<file path="config.mk">
export PLATFORM = sky130hd
export DESIGN_NAME = audio_stream_quality_monitor
export DESIGN_NICKNAME = d
export VERILOG_FILES = /design/src/hdl/asqm_pkg.sv /design/src/hdl/audio_stream_quality_monitor.sv /design/src/hdl/asqm_gap_div.sv
export SDC_FILE = /design/constraint.sdc
export NUM_CORES = 2
export LEC_CHECK = 0
export ABC_AREA = 1
export BUFFER_PORTS_ARGS = -buffer_cell sky130_fd_sc_hd__buf_2
export CAP_MARGIN = 20
export CORE_ASPECT_RATIO = 0.7
export CORE_MARGIN = 2
export CORE_UTILIZATION = 64
export DETAILED_ROUTE_END_ITERATION = 8
export PLACE_DENSITY = 0.82
export SLEW_MARGIN = 10
export SYNTH_ARGS = -nofsm -noshare
export SYNTH_HDL_FRONTEND = slang
export SYNTH_SLANG_ARGS = --single-unit
</file>
<file path="constraint.sdc">
create_clock -name clk -period 6.65 [get_ports clk]
set_clock_uncertainty 0.05 [all_clocks]
set_input_delay 0.3325 -clock clk [delete_from_list [all_inputs] [get_ports clk]]
set_output_delay 0.3325 -clock clk [all_outputs]
set_load 0.01 [all_outputs]
</file>
<file path="src/hdl/asqm_pkg.sv">
`default_nettype none
package asqm_pkg;

	typedef enum logic [1:0] {
		ACT_SAMPLE = 2'd0,
		ACT_PACKET = 2'd1,
		ACT_CLEAR  = 2'd2
	} action_t;

	localparam int CFG_INDEX_BITS = 3;
	localparam int CFG_DATA_BITS  = 20;

	typedef enum logic [CFG_INDEX_BITS-1:0] {
		CFG_ENABLED       = 3'd0,
		CFG_CLIP_LEVEL    = 3'd1,
		CFG_SILENCE_LEVEL = 3'd2,
		CFG_JITTER_DELTA  = 3'd3,
		CFG_GAP_LIMIT     = 3'd4
	} cfg_index_t;

	localparam int LEVEL_BITS     = 19;
	localparam int JITTER_BITS    = 20;
	localparam int GAP_LIMIT_BITS = 16;
	localparam int TS_BITS        = 48;

	localparam logic [LEVEL_BITS-1:0]     CLIP_LEVEL_RST    = 19'd65536;
	localparam logic [LEVEL_BITS-1:0]     SILENCE_LEVEL_RST = 19'd66;
	localparam logic [JITTER_BITS-1:0]    JITTER_DELTA_RST  = 20'd32768;
	localparam logic [GAP_LIMIT_BITS-1:0] GAP_LIMIT_RST     = 16'd100;

	// us -> ms: drop three bits, then divide by 125 in two reciprocal steps
	localparam int TS_SHIFT    = 3;
	localparam int X_BITS      = TS_BITS - TS_SHIFT;
	localparam int XL_BITS     = 24;
	localparam int XH_BITS     = X_BITS - XL_BITS;
	localparam int Q1_BITS     = 15;
	localparam int REM_BITS    = 7;
	localparam int Y_BITS      = REM_BITS + XL_BITS;
	localparam int Q2_BITS     = XL_BITS;
	localparam int QUOT_BITS   = Q1_BITS + Q2_BITS;
	localparam int RECIP_BITS  = 26;
	localparam int RECIP_SHIFT = 32;
	localparam logic [RECIP_BITS-1:0] RECIP_125 = 26'd34359738;
	localparam logic [31:0]           DIVISOR   = 32'd125;

	localparam int DIV_STAGES = 5;

	typedef struct packed {
		logic [DIV_STAGES-1:0] load;
	} div_ctl_t;

endpackage
`default_nettype wire

</file>
<file path="src/hdl/audio_stream_quality_monitor.sv">
// Two-channel audio quality monitor (sent path, received path).
// Input channel: one beat per item on in_valid/in_stall carrying action, channel,
// sample and timestamp_us. Sample beats update count, peak, clip, silence and
// jitter statistics; packet beats measure the gap to the previous packet in ms;
// clear beats zero every channel. Output channel: one beat per item on
// out_valid/out_stall with the addressed channel's statistics after the item.
// Configuration: wr_en/wr_index/wr_data, to be written only while the block is idle;
// the block itself does not enforce this.
// Throughput: one item per cycle while out_stall is low; the us-to-ms reciprocal
// divider is a five-stage pipeline ahead of the statistics register.
// Reset: statistics cleared, registers at their defaults, pipeline empty.
// Stall: a stalled result holds; stages behind it keep filling, and in_stall
// rises once all six stages hold beats.
`default_nettype none
module audio_stream_quality_monitor import asqm_pkg::*; #(
	parameter int SAMPLE_BITS = 20,
	parameter int COUNT_BITS  = 32,
	parameter int CHANNELS    = 2
) (
	input  wire logic                          clk,
	input  wire logic                          arst_n,
	input  wire logic                          wr_en,
	input  wire logic [CFG_INDEX_BITS-1:0]     wr_index,
	input  wire logic [CFG_DATA_BITS-1:0]      wr_data,
	input  wire logic                          in_valid,
	output logic                               in_stall,
	input  wire logic [1:0]                    action,
	input  wire logic                          channel,
	input  wire logic signed [SAMPLE_BITS-1:0] sample,
	input  wire logic [TS_BITS-1:0]            timestamp_us,
	output logic                               out_valid,
	input  wire logic                          out_stall,
	output logic [COUNT_BITS-1:0]              sample_count,
	output logic [SAMPLE_BITS-1:0]             peak_abs,
	output logic [COUNT_BITS-1:0]              clip_count,
	output logic [COUNT_BITS-1:0]              silent_count,
	output logic [COUNT_BITS-1:0]              jump_count,
	output logic [COUNT_BITS-1:0]              packet_count,
	output logic [COUNT_BITS-1:0]              gap_count,
	output logic [COUNT_BITS-1:0]              longest_gap_ms
);

	localparam int CH_IDX = (CHANNELS > 1) ? $clog2(CHANNELS) : 1;
	localparam int LW = (SAMPLE_BITS + 1 > JITTER_BITS) ? SAMPLE_BITS + 1 : JITTER_BITS;

	typedef struct packed {
		logic [1:0]             action;
		logic                   channel;
		logic [SAMPLE_BITS-1:0] sample;
		logic                   gap_valid;
	} item_t;

	function automatic logic [COUNT_BITS-1:0] sat_inc(input logic [COUNT_BITS-1:0] v);
		return (&v) ? v : v + COUNT_BITS'(1);
	endfunction

	// configuration
	logic                      enabled_q;
	logic [LEVEL_BITS-1:0]     clip_level_q;
	logic [LEVEL_BITS-1:0]     silence_level_q;
	logic [JITTER_BITS-1:0]    jitter_delta_q;
	logic [GAP_LIMIT_BITS-1:0] gap_limit_q;

	always_ff @(posedge clk or negedge arst_n) begin
		if (!arst_n) begin
			enabled_q       <= 1'b0;
			clip_level_q    <= CLIP_LEVEL_RST;
			silence_level_q <= SILENCE_LEVEL_RST;
			jitter_delta_q  <= JITTER_DELTA_RST;
			gap_limit_q     <= GAP_LIMIT_RST;
		end else if (wr_en) begin
			unique case (wr_index)
				CFG_ENABLED:       enabled_q       <= wr_data[0];
				CFG_CLIP_LEVEL:    clip_level_q    <= wr_data[LEVEL_BITS-1:0];
				CFG_SILENCE_LEVEL: silence_level_q <= wr_data[LEVEL_BITS-1:0];
				CFG_JITTER_DELTA:  jitter_delta_q  <= wr_data[JITTER_BITS-1:0];
				CFG_GAP_LIMIT:     gap_limit_q     <= wr_data[GAP_LIMIT_BITS-1:0];
				default: ;
			endcase
		end
	end

	// pipeline flow
	logic  valid_s1, valid_s2, valid_s3, valid_s4, valid_s5, out_valid_q;
	item_t item_s1, item_s2, item_s3, item_s4, item_s5;
	logic  ld1, ld2, ld3, ld4, ld5, ld_out, free1;

	always_comb begin
		ld_out = valid_s5 && (!out_valid_q || !out_stall);
		ld5    = valid_s4 && (!valid_s5 || ld_out);
		ld4    = valid_s3 && (!valid_s4 || ld5);
		ld3    = valid_s2 && (!valid_s3 || ld4);
		ld2    = valid_s1 && (!valid_s2 || ld3);
		free1  = !valid_s1 || ld2;
		ld1    = in_valid && free1;
	end

	assign in_stall = !free1;

	always_ff @(posedge clk or negedge arst_n) begin
		if (!arst_n) begin
			valid_s1    <= 1'b0;
			valid_s2    <= 1'b0;
			valid_s3    <= 1'b0;
			valid_s4    <= 1'b0;
			valid_s5    <= 1'b0;
			out_valid_q <= 1'b0;
		end else begin
			valid_s1    <= ld1 || (valid_s1 && !ld2);
			valid_s2    <= ld2 || (valid_s2 && !ld3);
			valid_s3    <= ld3 || (valid_s3 && !ld4);
			valid_s4    <= ld4 || (valid_s4 && !ld5);
			valid_s5    <= ld5 || (valid_s5 && !ld_out);
			out_valid_q <= ld_out || (out_valid_q && out_stall);
		end
	end

	// packet time tracking at the input
	logic [TS_BITS-1:0] prev_time_q [CHANNELS];
	logic [CHANNELS-1:0] has_prev_q;
	logic [CH_IDX-1:0]   idx_in;
	logic                ok_in;
	logic                pkt_in;
	logic [TS_BITS:0]    diff_w;
	logic [X_BITS-1:0]   diff_x;
	item_t               item_in;

	always_comb begin
		idx_in  = CH_IDX'(channel);
		ok_in   = 32'(channel) < CHANNELS;
		pkt_in  = enabled_q && ok_in && (action == ACT_PACKET);
		diff_w  = {1'b0, timestamp_us} - {1'b0, prev_time_q[idx_in]};
		diff_x  = diff_w[TS_BITS] ? '0 : diff_w[TS_BITS-1:TS_SHIFT];
		item_in.action    = action;
		item_in.channel   = channel;
		item_in.sample    = sample;
		item_in.gap_valid = pkt_in && has_prev_q[idx_in];
	end

	always_ff @(posedge clk or negedge arst_n) begin
		if (!arst_n) begin
			has_prev_q <= '0;
		end else if (ld1) begin
			if (action == ACT_CLEAR) begin
				has_prev_q <= '0;
			end else if (pkt_in) begin
				has_prev_q[idx_in] <= 1'b1;
			end
		end
	end

	always_ff @(posedge clk) begin
		if (ld1 && pkt_in) begin
			prev_time_q[idx_in] <= timestamp_us;
		end
	end

	always_ff @(posedge clk) begin
		if (ld1) item_s1 <= item_in;
		if (ld2) item_s2 <= item_s1;
		if (ld3) item_s3 <= item_s2;
		if (ld4) item_s4 <= item_s3;
		if (ld5) item_s5 <= item_s4;
	end

	div_ctl_t              div_ctl;
	logic [COUNT_BITS-1:0] gap_s5;

	assign div_ctl.load = {ld5, ld4, ld3, ld2, ld1};

	asqm_gap_div #(
		.COUNT_BITS (COUNT_BITS)
	) u_gap_div (
		.clk    (clk),
		.ctl    (div_ctl),
		.diff_x (diff_x),
		.gap    (gap_s5)
	);

	// per-channel statistics, updated as a beat enters the result register
	logic [COUNT_BITS-1:0]  sample_total_q [CHANNELS];
	logic [SAMPLE_BITS-1:0] peak_store_q   [CHANNELS];
	logic [COUNT_BITS-1:0]  clip_total_q   [CHANNELS];
	logic [COUNT_BITS-1:0]  silent_total_q [CHANNELS];
	logic [COUNT_BITS-1:0]  jitter_total_q [CHANNELS];
	logic [COUNT_BITS-1:0]  packet_total_q [CHANNELS];
	logic [COUNT_BITS-1:0]  gap_total_q    [CHANNELS];
	logic [COUNT_BITS-1:0]  gap_max_q      [CHANNELS];
	logic [SAMPLE_BITS-1:0] prev_sample_q  [CHANNELS];

	logic [CH_IDX-1:0]        idx5;
	logic                     ok5;
	logic                     clear5;
	logic [COUNT_BITS-1:0]    n_samples, n_clip, n_silent, n_jitter;
	logic [COUNT_BITS-1:0]    n_packets, n_gaps, n_gap_max;
	logic [SAMPLE_BITS-1:0]   n_peak, n_prev;
	logic signed [SAMPLE_BITS:0] s_ext, p_ext, d;
	logic [SAMPLE_BITS:0]     mag_w, dmag;
	logic [SAMPLE_BITS-1:0]   mag;

	always_comb begin
		idx5   = CH_IDX'(item_s5.channel);
		ok5    = 32'(item_s5.channel) < CHANNELS;
		clear5 = item_s5.action == ACT_CLEAR;

		n_samples = ok5 ? sample_total_q[idx5] : '0;
		n_peak    = ok5 ? peak_store_q[idx5]   : '0;
		n_clip    = ok5 ? clip_total_q[idx5]   : '0;
		n_silent  = ok5 ? silent_total_q[idx5] : '0;
		n_jitter  = ok5 ? jitter_total_q[idx5] : '0;
		n_packets = ok5 ? packet_total_q[idx5] : '0;
		n_gaps    = ok5 ? gap_total_q[idx5]    : '0;
		n_gap_max = ok5 ? gap_max_q[idx5]      : '0;
		n_prev    = ok5 ? prev_sample_q[idx5]  : '0;

		s_ext = $signed({item_s5.sample[SAMPLE_BITS-1], item_s5.sample});
		p_ext = $signed({n_prev[SAMPLE_BITS-1], n_prev});
		mag_w = s_ext[SAMPLE_BITS] ? $unsigned(-s_ext) : $unsigned(s_ext);
		mag   = mag_w[SAMPLE_BITS-1:0];
		d     = s_ext - p_ext;
		dmag  = d[SAMPLE_BITS] ? $unsigned(-d) : $unsigned(d);

		if (enabled_q && item_s5.action == ACT_SAMPLE) begin
			n_samples = sat_inc(n_samples);
			if (mag > n_peak) n_peak = mag;
			if (LW'(mag) > LW'(clip_level_q)) n_clip = sat_inc(n_clip);
			if (LW'(mag) < LW'(silence_level_q)) n_silent = sat_inc(n_silent);
			if (LW'(dmag) > LW'(jitter_delta_q)) n_jitter = sat_inc(n_jitter);
			n_prev = item_s5.sample;
		end else if (enabled_q && item_s5.action == ACT_PACKET) begin
			n_packets = sat_inc(n_packets);
			if (item_s5.gap_valid) begin
				if (gap_s5 > COUNT_BITS'(gap_limit_q)) n_gaps = sat_inc(n_gaps);
				if (gap_s5 > n_gap_max) n_gap_max = gap_s5;
			end
		end
	end

	always_ff @(posedge clk or negedge arst_n) begin
		if (!arst_n) begin
			for (int i = 0; i < CHANNELS; i++) begin
				sample_total_q[i] <= '0;
				peak_store_q[i]   <= '0;
				clip_total_q[i]   <= '0;
				silent_total_q[i] <= '0;
				jitter_total_q[i] <= '0;
				packet_total_q[i] <= '0;
				gap_total_q[i]    <= '0;
				gap_max_q[i]      <= '0;
				prev_sample_q[i]  <= '0;
			end
		end else if (ld_out) begin
			if (clear5) begin
				for (int i = 0; i < CHANNELS; i++) begin
					sample_total_q[i] <= '0;
					peak_store_q[i]   <= '0;
					clip_total_q[i]   <= '0;
					silent_total_q[i] <= '0;
					jitter_total_q[i] <= '0;
					packet_total_q[i] <= '0;
					gap_total_q[i]    <= '0;
					gap_max_q[i]      <= '0;
					prev_sample_q[i]  <= '0;
				end
			end else if (ok5) begin
				sample_total_q[idx5] <= n_samples;
				peak_store_q[idx5]   <= n_peak;
				clip_total_q[idx5]   <= n_clip;
				silent_total_q[idx5] <= n_silent;
				jitter_total_q[idx5] <= n_jitter;
				packet_total_q[idx5] <= n_packets;
				gap_total_q[idx5]    <= n_gaps;
				gap_max_q[idx5]      <= n_gap_max;
				prev_sample_q[idx5]  <= n_prev;
			end
		end
	end

	// result register
	logic [COUNT_BITS-1:0]  sample_count_q, clip_count_q, silent_count_q, jump_count_q;
	logic [COUNT_BITS-1:0]  packet_count_q, gap_count_q, longest_gap_ms_q;
	logic [SAMPLE_BITS-1:0] peak_abs_q;
	logic                   zero5;

	assign zero5 = clear5 || !ok5;

	always_ff @(posedge clk) begin
		if (ld_out) begin
			sample_count_q   <= zero5 ? '0 : n_samples;
			peak_abs_q       <= zero5 ? '0 : n_peak;
			clip_count_q     <= zero5 ? '0 : n_clip;
			silent_count_q   <= zero5 ? '0 : n_silent;
			jump_count_q     <= zero5 ? '0 : n_jitter;
			packet_count_q   <= zero5 ? '0 : n_packets;
			gap_count_q      <= zero5 ? '0 : n_gaps;
			longest_gap_ms_q <= zero5 ? '0 : n_gap_max;
		end
	end

	assign out_valid      = out_valid_q;
	assign sample_count   = sample_count_q;
	assign peak_abs       = peak_abs_q;
	assign clip_count     = clip_count_q;
	assign silent_count   = silent_count_q;
	assign jump_count     = jump_count_q;
	assign packet_count   = packet_count_q;
	assign gap_count      = gap_count_q;
	assign longest_gap_ms = longest_gap_ms_q;

endmodule
`default_nettype wire

</file>
<file path="src/hdl/asqm_gap_div.sv">
`default_nettype none
module asqm_gap_div import asqm_pkg::*; #(
	parameter int COUNT_BITS = 32
) (
	input  wire logic                  clk,
	input  wire div_ctl_t              ctl,
	input  wire logic [X_BITS-1:0]     diff_x,
	output logic      [COUNT_BITS-1:0] gap
);

	localparam int GW = (COUNT_BITS > QUOT_BITS) ? COUNT_BITS : QUOT_BITS;
	localparam int P1_BITS = XH_BITS + RECIP_BITS;
	localparam int P2_BITS = Y_BITS + RECIP_BITS;

	function automatic logic [31:0] times_125(input logic [31:0] v);
		return (v << 7) - (v << 1) - v;
	endfunction

	logic [X_BITS-1:0]   x_s1;
	logic [Q1_BITS-1:0]  q1e_s2;
	logic [XH_BITS-1:0]  xh_s2;
	logic [XL_BITS-1:0]  xl_s2;
	logic [Q1_BITS-1:0]  q1_s3;
	logic [Y_BITS-1:0]   y_s3;
	logic [Q1_BITS-1:0]  q1_s4;
	logic [Q2_BITS-1:0]  q2e_s4;
	logic [Y_BITS-1:0]   y_s4;
	logic [COUNT_BITS-1:0] gap_s5;

	logic [P1_BITS-1:0]  p1;
	logic [31:0]         r1_w;
	logic [Q1_BITS-1:0]  q1;
	logic [REM_BITS-1:0] r1;
	logic [P2_BITS-1:0]  p2;
	logic [31:0]         r2_w;
	logic [Q2_BITS-1:0]  q2;
	logic [GW-1:0]       quot_w;
	logic [GW-1:0]       cnt_max_w;

	always_comb begin
		p1   = P1_BITS'(x_s1[X_BITS-1:XL_BITS]) * P1_BITS'(RECIP_125);
		r1_w = 32'(xh_s2) - times_125(32'(q1e_s2));
		if (r1_w >= DIVISOR) begin
			q1 = q1e_s2 + Q1_BITS'(1);
			r1 = REM_BITS'(r1_w - DIVISOR);
		end else begin
			q1 = q1e_s2;
			r1 = REM_BITS'(r1_w);
		end
		p2   = P2_BITS'(y_s3) * P2_BITS'(RECIP_125);
		r2_w = 32'(y_s4) - times_125(32'(q2e_s4));
		q2   = (r2_w >= DIVISOR) ? q2e_s4 + Q2_BITS'(1) : q2e_s4;
		quot_w    = GW'({q1_s4, q2});
		cnt_max_w = GW'({COUNT_BITS{1'b1}});
	end

	always_ff @(posedge clk) begin
		if (ctl.load[0]) begin
			x_s1 <= diff_x;
		end
		if (ctl.load[1]) begin
			q1e_s2 <= p1[RECIP_SHIFT +: Q1_BITS];
			xh_s2  <= x_s1[X_BITS-1:XL_BITS];
			xl_s2  <= x_s1[XL_BITS-1:0];
		end
		if (ctl.load[2]) begin
			q1_s3 <= q1;
			y_s3  <= {r1, xl_s2};
		end
		if (ctl.load[3]) begin
			q1_s4  <= q1_s3;
			q2e_s4 <= p2[RECIP_SHIFT +: Q2_BITS];
			y_s4   <= y_s3;
		end
		if (ctl.load[4]) begin
			gap_s5 <= (quot_w > cnt_max_w) ? COUNT_BITS'(cnt_max_w) : COUNT_BITS'(quot_w);
		end
	end

	assign gap = gap_s5;

endmodule
`default_nettype wire

</file>
# --- Yosys cells after proc, flatten, opt, wreduce, memory -nomap -nowiden ---
# Memories as Yosys holds them, arrays and structs flattened.
# Index checks and enable logic that the tools add are counted.
word_totals:
  romBits: 0
  mem_bits_rw: 96
  mem_count: 1
  latchBits: 0
  regBits: 1228
op_classes:
  order_cmp: 13
  n_shift: 0
  reduce_logical: 59
  eq_ne: 8
  bitwise: 2
  addsub: 19
  div_mod_pow: 0
  n_mux: 88
  n_mul: 2
memory_table:
  columns: ["name", "depth", "width", "rd", "rd_ports_with_merged_regs", "wr", "line_no", "source"]
  rows:
  - ["prev_time_q", 2, 48, 1, 0, 1, "audio_stream_quality_monitor.sv:119", "logic [TS_BITS-1:0] prev_time_q [CHANNELS];"]
op_table:
  columns: ["op", "n"]
  rows:
  - ["$mux W32", 45]
  - ["$bwmux W64", 7]
  - ["$mux W64", 7]
  - ["$mux W20", 11]
  - ["$add A32 B1 Y32 const B", 6]
  - ["$reduce_and A32 Y1", 6]
  - ["$bwmux W40", 2]
  - ["$mux W40", 2]
  - ["$ge A32 B7 Y1 const B", 2]
  - ["$mul A31 B25 Y55 const B", 1]
  - ["$sub A48 B48 Y49", 1]
  - ["$mul A21 B25 Y46 const B", 1]
  - ["$gt A39 B32 Y1 const B", 1]
  - ["$demux W32 S1", 1]
  - ["$gt A32 B16 Y1", 1]
  - ["$gt A32 B32 Y1", 1]
  - ["$sub A21 B32 Y32", 1]
  - ["$sub A31 B25 Y32", 1]
  - ["$sub A31 B32 Y32", 1]
  - ["$sub A32 B15 Y32", 1]
  - ["$sub A32 B24 Y32", 1]
  - ["$add A24 B1 Y24 const B", 1]
  - ["$mux W24", 1]
  - ["$sub A22 B16 Y23", 1]
  - ["other kinds (34)", 88]

# --- Logic depth before layout (Yosys ltp) ---
logic_depth:
  word_depth: 16
  depth_mapped: 48

# --- Cells and area by module ---
# From an unflattened synthesis, not the netlist that was laid out.
hier_totals:
  hier_cells: 10884
  hier_area_um2: 93800.0
modules_own_cells:
  columns: ["module", "area_per_inst_um2", "n_inst", "cells_per_inst"]
  rows:
  - ["audio_stream_quality_monitor", 57620.3, 1, 6880]
  - ["asqm_gap_div", 36179.7, 1, 4004]

# --- Least setup slack after synthesis ---
# Ideal clock, no wire load.
synth_timing:
  path_type: "flip-flop to flip-flop"
  start: "register out_valid_q, in the netlist out_valid"
  end: "register clip_count_q[0], in the netlist clip_count[0] (enable)"
  arrival_time_ns: 5.329
  slack_ns: 0.677
  path_stages_with_launch: 4
  period_less_slack_ns: 5.973
  setup_time_ns: 0.595
  cell_sequence: "dfrtp_1 -> nand2_1 -> nand2_1 -> inv_1"
synth_via:
  elab_chain_cells: 3
synth_lines:
  columns: ["element", "line_no", "source"]
  rows:
  - ["start: declaration", "audio_stream_quality_monitor.sv:84", "logic valid_s1, valid_s2, valid_s3, valid_s4, valid_s5, out_valid_q;"]
  - ["start signal: assignment", "audio_stream_quality_monitor.sv:114", "out_valid_q <= ld_out || (out_valid_q && out_stall);"]
  - ["$logic_not A1 Y1", "audio_stream_quality_monitor.sv:89", "ld_out = valid_s5 && (!out_valid_q || !out_stall);"]
  - ["$logic_or A1 B1 Y1", "audio_stream_quality_monitor.sv:89", null]
  - ["$logic_and A1 B1 Y1", "audio_stream_quality_monitor.sv:89", null]
  - ["net ld_out", "audio_stream_quality_monitor.sv:86", "logic ld1, ld2, ld3, ld4, ld5, ld_out, free1;"]
  - ["end signal: assignment", "audio_stream_quality_monitor.sv:291", "clip_count_q <= zero5 ? '0 : n_clip;"]
  - ["end: declaration", "audio_stream_quality_monitor.sv:280", "logic [COUNT_BITS-1:0] sample_count_q, clip_count_q, silent_count_q, jump_count_q;"]
# The timed path passes the listed nets, and every way through them passes these cells.
# A chain may end at the register's enable or synchronous reset.

# --- Final worst setup path ---
layout_timing:
  start: "register u_gap_div.y_s3[15]"
  end: "register u_gap_div.q2e_s4[22] (data pin)"
layout_via:
  elab_chain_cells: 1
layout_lines:
  columns: ["element", "line_no", "source"]
  rows:
  - ["start: declaration", "asqm_gap_div.sv:24", "logic [Y_BITS-1:0] y_s3;"]
  - ["start signal: assignment", "asqm_gap_div.sv:68", "y_s3 <= {r1, xl_s2};"]
  - ["$mul A31 B25 Y55", "asqm_gap_div.sv:50", "p2 = P2_BITS'(y_s3) * P2_BITS'(RECIP_125);"]
  - ["net u_gap_div.p2[54]", "asqm_gap_div.sv:34", "logic [P2_BITS-1:0] p2;"]
  - ["end signal: assignment", "asqm_gap_div.sv:72", "q2e_s4 <= p2[RECIP_SHIFT +: Q2_BITS];"]
  - ["end: declaration", "asqm_gap_div.sv:26", "logic [Q2_BITS-1:0] q2e_s4;"]
# The timed path passes the listed nets, and every way through them passes these cells.

==> metrics <==
outcome=finished clean; crit path launch type=flop; via count=82100; largest fanout on the critical path=6; remaining routing DRC violations=0; fraction of synthesized cell area taken by the top area cell type=22.4%; Starting Density=64.6%; TritonCTS clock tree=done; clock sink count=1324; sequential cell area fraction in the yosys report=38.4%; detailed-router iteration count before antenna repair=7; number of design-rule violations left by the first detailed-router iteration=10600; port bufs=344; RSZ-0062 raised after global routing=false; clock latency of the later-clocked register in the worst-skew pair=0.81 ns; post-place setup slack=0.332 ns; proportion of layout cells with a drive suffix above 1=7.08%; total non-filler cell area in the finished layout=0.105 mm²; Tightest Pin Transition=1.19 ns; number of buffers on the longest clock path=3; final critical delay including setup and external delays=6.40 ns; number of pins with negative max-slew slack in the final report=0; die outline height=327 µm; cell at the root of the clock tree=clkbuf_16; final estimated routing congestion in global placement=1.05; Filler Cell Count=11200; final hold violation count=0; count of pins on the block boundary=345; post-route worst setup slack=0.247 ns; sum of net half-perimeters after detailed placement=223 mm; Placement Rows=118; wire length reported by the detailed router=298 mm; largest cells by area after synthesis=edfxtp_1, dfrtp_1, nand2_1; Die W=466 µm; post-route setup TNS=0 ns; Slew Limit Headroom=20.8%; number of enable flip-flop cells after synthesis=713; Worst R2R Start=u_gap_div.y_s3[15]; type of destination of the critical path=flop; multi-input combinational cell area=0.0506 mm²; number of setup violations in the final report=0; Mapped Avg Cell Area=8.43 µm²; Ys Warns=0; Worst Hold Class=in -> async; fmax=0.156 GHz; remaining number of nets flagged by the antenna check after routing=0; area leader, netlist=edfxtp_1; CTS HTree Levels=4; global route total overflow=0; vias in the first global route=79200; number of buffers created by CTS=133; Tcrit/Tclk final=96.3%; mapped cell area=0.0956 mm²; vias per cell=5.94; Main synth FF type=edfxtp_1; Total Nets Final=13100; FF/Latch Area=0.0367 mm²; maximum number of pins on one net before global-route repair=181; global-route wire length before repair=457 mm; clock transition at the registers of the reported paths=0.07 ns; Core Area=0.148 mm²; end of the worst register-to-register path=u_gap_div.q2e_s4[22]; critical setup path kind=reg -> reg; antenna violations before repair=12; GRT Total Usage=38.7%; Data required, critical path=7.15 ns; area overhead of the layout relative to synthesis=9.87%; Die ar.=0.153 mm²; Mapped Cells=11300; number of unique standard cell types used by synthesis=71; placed inst area=0.0993 mm²; number of nets in the synthesized netlist=12700; r2r worst-path depth=24; signal arrival time at the worst endpoint=6.90 ns; fraction of registers with async set or reset after synthesis=46.1%; register bit total from synthesis=1324; reg-to-reg slack, setup=0.25 ns; per-cell routed wire length=21.6 µm; max cap viols=0
==> logic make-up after synthesis <==
| kind of cell | count (synthesis) | share of synthesized area [%] |
|---|---|---|
| XOR/XNOR | 315 | 2.91 |
| multiplexers | 82 | 0.858 |
| adder cells (fa/ha/maj) | 1263 | 20.0 |
| buffers and inverters | 2160 | 8.83 |
| flip-flops | 1324 | 38.4 |
| AND/OR/NAND/NOR | 4823 | 21.2 |
| AO/OA/AOI/OAI | 1380 | 7.81 |
==> final cells by class <==
cell class | instances | area share, %
antenna | 5 | 0.0119
clock buffer | 170 | 3.40
inverter | 1831 | 6.57
sequential | 1324 | 34.9
timing repair buffer | 560 | 3.61
multi-input combinational | 7863 | 48.1
clock inverter | 76 | 0.991
tap | 1980 | 2.36
==> worst max-delay path by stage <==
stage	start	end	slack, ns	cells after the start
after floorplan	out_valid	clip_count[0]	0.68	3
after global placement	u_gap_div.y_s3[17]	u_gap_div.q2e_s4[22]	0.37	26
after detailed placement	u_gap_div.y_s3[15]	u_gap_div.q2e_s4[22]	0.33	24
after CTS	u_gap_div.y_s3[15]	u_gap_div.q2e_s4[22]	0.31	24
after global routing	u_gap_div.y_s3[15]	u_gap_div.q2e_s4[22]	0.001	24
final	u_gap_div.y_s3[15]	u_gap_div.q2e_s4[22]	0.25	24
==> worst max-delay path: stages (launching register included) <==
cell,delay [ns]
edfxtp_1,0.51
ha_1,0.41
ha_1,0.17
inv_1,0.05
fa_1,0.53
inv_1,0.05
fa_1,0.59
inv_1,0.10
fa_1,0.52
fa_1,0.54
inv_1,0.05
fa_1,0.48
ha_1,0.44
nand2_1,0.11
nor2_1,0.11
inv_1,0.06
nor2_1,0.13
and3_1,0.19
nand3_1,0.07
nand3_1,0.19
a21oi_1,0.16
o21ai_0,0.32
nand2_1,0.15
nand3_1,0.12
nand2_1,0.06
==> cells in the mapped netlist, types with 5 or more instances <==
cell type / count
o22ai_1: 109
nor4_1: 31
nand3b_1: 51
dfstp_2: 7
xnor2_1: 68
o21ai_1: 292
edfxtp_1: 713
nor2_2: 18
o21ai_0: 440
o221ai_1: 5
a21boi_0: 5
inv_2: 14
nand4_1: 169
nor2_4: 7
nand2_2: 21
ha_1: 822
nand3_1: 597
nand2_1: 2851
buf_2: 28
and2_1: 12
o21a_1: 24
nor2_1: 861
fa_1: 441
o21bai_1: 22
buf_4: 19
clkbuf_1: 219
buf_6: 29
nor3_2: 15
dfrtp_1: 604
a211oi_1: 8
o21ai_2: 15
nor3_1: 125
a21oi_1: 365
xor2_1: 244
or2_2: 27
o211ai_1: 13
a21o_1: 28
mux2i_1: 82
buf_1: 33
inv_1: 1812
a31oi_1: 42
and3_1: 8
==> layer usage <==
metal  track usage [%]  part of all wire (%)  vias to the layer above
met5                 0                0.0037                        -
met4              12.5                   3.5                        2
met3              8.99                    11                      604
met2              56.4                    42                     4571
met1              57.4                    43                    39400
li1                  -                     -                    37500
==> layout by cell type, fill, tap and decap left out, types with 68 or more instances in the layout <==
cell type / count
xnor2_1: 68
nor3_1: 122
clkbuf_16: 134
dlygate4sd3_1: 97
edfxtp_1: 713
o22ai_1: 109
nand2_1: 2851
fa_1: 441
mux2i_1: 82
xor2_1: 244
buf_4: 104
nor2_1: 856
inv_1: 1805
buf_2: 343
a21oi_1: 363
nand4_1: 169
o21ai_0: 440
dfrtp_1: 604
nand3_1: 595
ha_1: 821
o21ai_1: 292
==> stage by stage <==
step / hold slack (ns) / utilization (%) / std cells
detailed placement: 0.327 / 67.1 / 13500
global route: 0.118 / 70.9 / 13800
finish: 0.0710 / 70.9 / 13800
floorplan: -0.0131 / - / 11300
CTS: 0.0746 / 70.9 / 13800
global placement: 0.305 / 67.1 / 13500
==> state kept, by name (all words and copies together) (netlist names), 64 cells and up <==
register,count
gap_max_q,64
gap_total_q,64
sample_total_q,64
clip_total_q,64
packet_total_q,64
jitter_total_q,64
silent_total_q,64
prev_time_q,96
==> repair_timing <==
| action | in CTS | in global routing |
|---|---|---|
| endpoints found under the hold margin | 270 | 0 |
| resized for setup | 0 | 2 |
| hold buffers | 97 | 0 |
| setup buffers | 0 | 7 |
| setup endpoints to repair | 0 | 14 |
Power is not shown: default switching activity piles up to over one toggle a cycle in this logic, so the estimate is an artifact.
